### config.mk
export PLATFORM = sky130hd
export DESIGN_NAME = rtsc_controller
export DESIGN_NICKNAME = d
export VERILOG_FILES = /design/src/hdl/rtsc_pkg.sv /design/src/hdl/rtsc_controller.sv
export SDC_FILE = /design/constraint.sdc
export NUM_CORES = 1
export LEC_CHECK = 0
export BUFFER_PORTS_ARGS = -buffer_cell sky130_fd_sc_hd__buf_2
export CORE_AREA = 3 3 40 42
export DETAILED_ROUTE_END_ITERATION = 8
export DIE_AREA = 0 0 43 45
export HOLD_SLACK_MARGIN = 0.12
export MAX_ROUTING_LAYER = met4
export REMOVE_ABC_BUFFERS = 1
export SYNTH_ARGS = -nofsm -noshare
export SYNTH_HDL_FRONTEND = slang
export SYNTH_SLANG_ARGS = --single-unit
### constraint.sdc
create_clock -name clk -period 1.4 [get_ports clk]
set_input_delay 0.28 -clock clk [delete_from_list [all_inputs] [get_ports clk]]
set_output_delay 0.28 -clock clk [all_outputs]
set_load 0.05 [all_outputs]
### src/hdl/rtsc_pkg.sv
`default_nettype none
// ----------------------------------------------------------------------------
// rtsc_pkg: shared types and constants of the ROC threshold sweep counter
// Field widths, item function codes and the command and status bundles
// that join the controller to the datapath.
// ----------------------------------------------------------------------------
package rtsc_pkg;

  localparam int FUNC_W      = 2;
  localparam int INDEX_W     = 10;
  localparam int VALUE_W     = 16;
  localparam int LABEL_W     = 16;
  localparam int RATE_W      = 17;
  localparam int OUT_COUNT_W = 32;
  localparam int CFG_W       = 11;
  localparam logic [CFG_W-1:0] CFG_RESET = 11'd1024;

  typedef enum logic [FUNC_W-1:0] {
    FUNC_LOAD   = 2'd0,
    FUNC_SAMPLE = 2'd1,
    FUNC_READ   = 2'd2,
    FUNC_CLEAR  = 2'd3
  } func_t;

  typedef struct packed {
    logic capture;       // latch the payload of the accepted item
    logic load_we;       // write a threshold slot
    logic sample_start;  // bump a total and arm the sweep
    logic clear_start;   // zero the totals and arm the clearing pass
    logic sweep_run;     // sweep the threshold table
    logic rd_issue;      // read the counts of the requested slot
    logic div_start;     // start both rate divisions
    logic clear_run;     // zero one count slot
    logic out_load;      // load the result register
  } cmd_t;

  typedef struct packed {
    logic sweep_done;
    logic clear_last;
    logic div_done;
  } status_t;

endpackage
`default_nettype wire

### src/hdl/rtsc_controller.sv
`default_nettype none
// ----------------------------------------------------------------------------
// rtsc_controller: sequencer of the ROC threshold sweep counter
// Accepts one item at a time, steps the datapath through sweeps, reads and
// clearing passes, and owns the result valid flag.
// ----------------------------------------------------------------------------
module rtsc_controller (
  input  wire logic                        clk,
  input  wire logic                        rst,
  input  wire logic                        in_valid,
  output logic                             in_ready,
  input  wire logic [rtsc_pkg::FUNC_W-1:0] func,
  output logic                             out_valid,
  input  wire logic                        out_ready,
  output rtsc_pkg::cmd_t                   cmd,
  input  wire rtsc_pkg::status_t           status
);

  typedef enum logic [2:0] {
    ST_CLEAR,
    ST_IDLE,
    ST_SWEEP,
    ST_RD_ISSUE,
    ST_RD_START,
    ST_DIV,
    ST_RESULT
  } state_t;

  state_t state;
  state_t state_next;
  logic   accept;

  assign in_ready = state == ST_IDLE;
  assign accept   = in_valid && in_ready;

  always_comb begin
    cmd              = '0;
    cmd.capture      = accept;
    cmd.load_we      = accept && (func == rtsc_pkg::FUNC_LOAD);
    cmd.sample_start = accept && (func == rtsc_pkg::FUNC_SAMPLE);
    cmd.clear_start  = accept && (func == rtsc_pkg::FUNC_CLEAR);
    cmd.sweep_run    = state == ST_SWEEP;
    cmd.rd_issue     = state == ST_RD_ISSUE;
    cmd.div_start    = state == ST_RD_START;
    cmd.clear_run    = state == ST_CLEAR;
    cmd.out_load     = (state == ST_RESULT) && (!out_valid || out_ready);
  end

  always_comb begin
    state_next = state;
    case (state)
      ST_CLEAR: begin
        if (status.clear_last) state_next = ST_IDLE;
      end
      ST_IDLE: begin
        if (accept) begin
          case (rtsc_pkg::func_t'(func))
            rtsc_pkg::FUNC_SAMPLE: state_next = ST_SWEEP;
            rtsc_pkg::FUNC_READ:   state_next = ST_RD_ISSUE;
            rtsc_pkg::FUNC_CLEAR:  state_next = ST_CLEAR;
            default:               state_next = ST_IDLE;
          endcase
        end
      end
      ST_SWEEP: begin
        if (status.sweep_done) state_next = ST_IDLE;
      end
      ST_RD_ISSUE: state_next = ST_RD_START;
      ST_RD_START: state_next = ST_DIV;
      ST_DIV: begin
        if (status.div_done) state_next = ST_RESULT;
      end
      ST_RESULT: begin
        if (cmd.out_load) state_next = ST_IDLE;
      end
      default: state_next = ST_IDLE;
    endcase
  end

  always_ff @(posedge clk) begin
    if (rst) begin
      state     <= ST_CLEAR;
      out_valid <= 1'b0;
    end else begin
      state <= state_next;
      if (cmd.out_load) begin
        out_valid <= 1'b1;
      end else if (out_ready) begin
        out_valid <= 1'b0;
      end
    end
  end

endmodule
`default_nettype wire

==> results_dict.tcl <==
set metrics [dict create \
    outcome "finished with violations" \
    violations "negative setup slack" \
    rsz0062_at_grt "yes" \
    drt_iter0_markers 1 \
    yosysTopAreaCellShare_pct 20.85 \
    ctsRootBufferMaster "clkbuf_4" \
    ys_warn_count 0 \
    slowest_stage "dfxtp_4" \
    cts-buffers-inserted 3 \
    grt_overflow 0 \
    grt_max_degree 7 \
    wl_per_cell_um 10.69 \
    critical_path_class "reg -> out" \
    critPathLaunchType "flip-flop" \
    met1_length_um 372 \
    cp_common_cell "buf_6" \
    dr.pass1.iters 4 \
    post-route-min-period_ns 1.423 \
    peakVddDrop_mv 0.2575 \
    synth-seq-area-share_pct 20.85 \
    synth.area.top_cells "dfxtp_1 21%, ha_1 16%, nor3b_1 5.9%" \
    crit_path_end_kind "primary output" \
    final_util_pct 53.75 \
    setup_tns_ns -0.08992 \
    relSlewSlack_pct 83.52 \
    cp.required_ns 1.12 \
    maxCapViolations 0 \
    setup_slack_ns -0.02310 \
    synth_seq_cells 4 \
    hold_path_class "in -> reg" \
    cellPowerDensity_nw_per_um2 696.1 \
    core_sq_um 1285 \
    grt_first_pass_wirelength_mm 1.476 \
    core.rowCount 13 \
    initial_utilization_pct 29.89 \
    layout_common_cells "10 x buf_2, 8 x buf_6, 5 x ha_1, 5 x buf_4, 4 x inv_1" \
    placed_cells 81 \
    clock_sinks 4 \
    clk_latency_ns 0.22 \
    crit_path_cell_trace "buf_6 > nand3b_1 > nor2b_1 > buf_6" \
    path_buf_inv 2 \
    layout.nets 87 \
    syn-cell-area_sq_um 384.1 \
    antenna_found_initial 0 \
    io_pins 20 \
    critPathTopFamily "flip-flops" \
    drt-total-wl_um 919 \
    cts_tree "done" \
    syn_inst 46 \
    finalPower_mw 0.4808 \
    worstPathArrival_ns 1.14 \
    place.gp.congestion 0.7512 \
    port_buffers 19 \
    final_max_slew_viol_count 0 \
    cpPeakStageDelay_ns 0.37 \
    num_vias 408 \
    area_growth_pct 79.80 \
    cts.htree.levels 1 \
    stdcell_count 86 \
    layout_commonest_cell "buf_2" \
    pre_cts_ws_ns 0.03972 \
    setup_violations 5 \
    path_max_fanout 6 \
    die_h_um 45 \
    antenna_cells 0 \
    dpl_cell_area_sq_um 506.7 \
    min_period_over_period_pct 101.6 \
    track_usage_pct 10.02 \
    netlist.top_cell.by_area "dfxtp_1" \
    top_layer "met3" \
    clock_path_buffers 2 \
    leakage_nw 0.3185 \
    design_area_sq_um 690.7 \
    netlist-cell-type-count 23 \
    hpwl_um 735.4 \
    fmax_ghz 0.7027 \
    dr_wl_met2_um 494 \
    ant_nets 0 \
    drt-vias-per-instance 4.744 \
    dieWidth_um 43 \
    cts.clk_slew.worst_paths_ns 0.03 \
    worst_slew_pin_slew_ns 0.2489 \
    drc 0 \
    dieArea_sq_um 1935 \
    timing.hold.ws_ns 0.2752 \
    grt_pass1_vias 375 \
    fin_worst_skew_ns 0.001201 \
    wl_met3_um 53 \
    drive_gt1_share_pct 63.38 \
    cts_hold_buffers 0 \
    syn_avg_cell_area_sq_um 8.350 \
    hold_violations 0 \
]
-- cells by family after synthesis --
| group | after synthesis | share of synthesized area [%] |
|---|---|---|
| adder cells (fa/ha/maj) | 5 | 16.29 |
| flip-flops | 4 | 20.85 |
| multiplexers | 1 | 3.908 |
| AO/OA/AOI/OAI | 8 | 17.91 |
| AND/OR/NAND/NOR | 20 | 29.64 |
| buffers and inverters | 8 | 11.40 |
-- where the power goes --
part           internal [mW]  total (mW)  switching [mW]
clock                 0.0952       0.132          0.0371
sequential             0.120       0.132          0.0120
combinational         0.0954       0.216           0.121
total                  0.311       0.481           0.170
-- final timing paths --
check | from | end | slack [ns] | cells past startpoint
worst min register to register | state[1] | state[1] | 0.55 | 1
worst max-delay path | state[2] | cmd[0] | -0.02 | 4
worst min-delay path | rst | out_valid | 0.28 | 2
worst max register to register | state[1] | state[1] | 0.12 | 4
-- state kept, by name, indices dropped and copies added, names as in the netlist --
signal / cells
out_valid: 1
state: 3
-- layer usage --
layer  track usage (%)  up-vias
li1                  -      210
met1             10.79      186
met2             18.86       12
met3             1.195        0
met4             3.614        0
met5                 -        -
-- cell type report --
type	count	area (sq um)
Clock buffer	3	22.52
Fill cell	118	594.3
Inverter	4	15.01
Multi-Input combinational cell	34	320.3
Sequential cell	4	91.34
Tap cell	15	18.77
Timing Repair Buffer	26	222.7
-- worst reg2reg max path: cells and delay by family (launching register included) --
kind / cells / cell delay (ns)
compound gates: 2 / 0.43
buf+inv: 1 / 0.13
flops: 1 / 0.36
mux: 1 / 0.30
-- cell usage after synthesis --
master	number
nor3b_1	3
nand3b_1	1
o21ai_0	1
ha_1	5
a32o_2	1
nand4_1	1
a21boi_0	1
nor2_1	4
nand2_1	1
nand2b_1	3
a311oi_1	1
buf_2	2
o21a_1	2
mux2_4	1
nor3_1	3
a21oi_1	1
buf_6	1
and2_1	3
nor2b_1	1
dfxtp_1	4
o32ai_2	1
buf_4	1
inv_1	4
-- what timing repair did --
item,in CTS,in global routing
cloned,0,0
pin swaps,2,6
endpoints found under the setup margin,10,10
setup buffers,2,0
gates resized for setup,31,11
No activity file was read; power rests on OpenSTA's default activity.
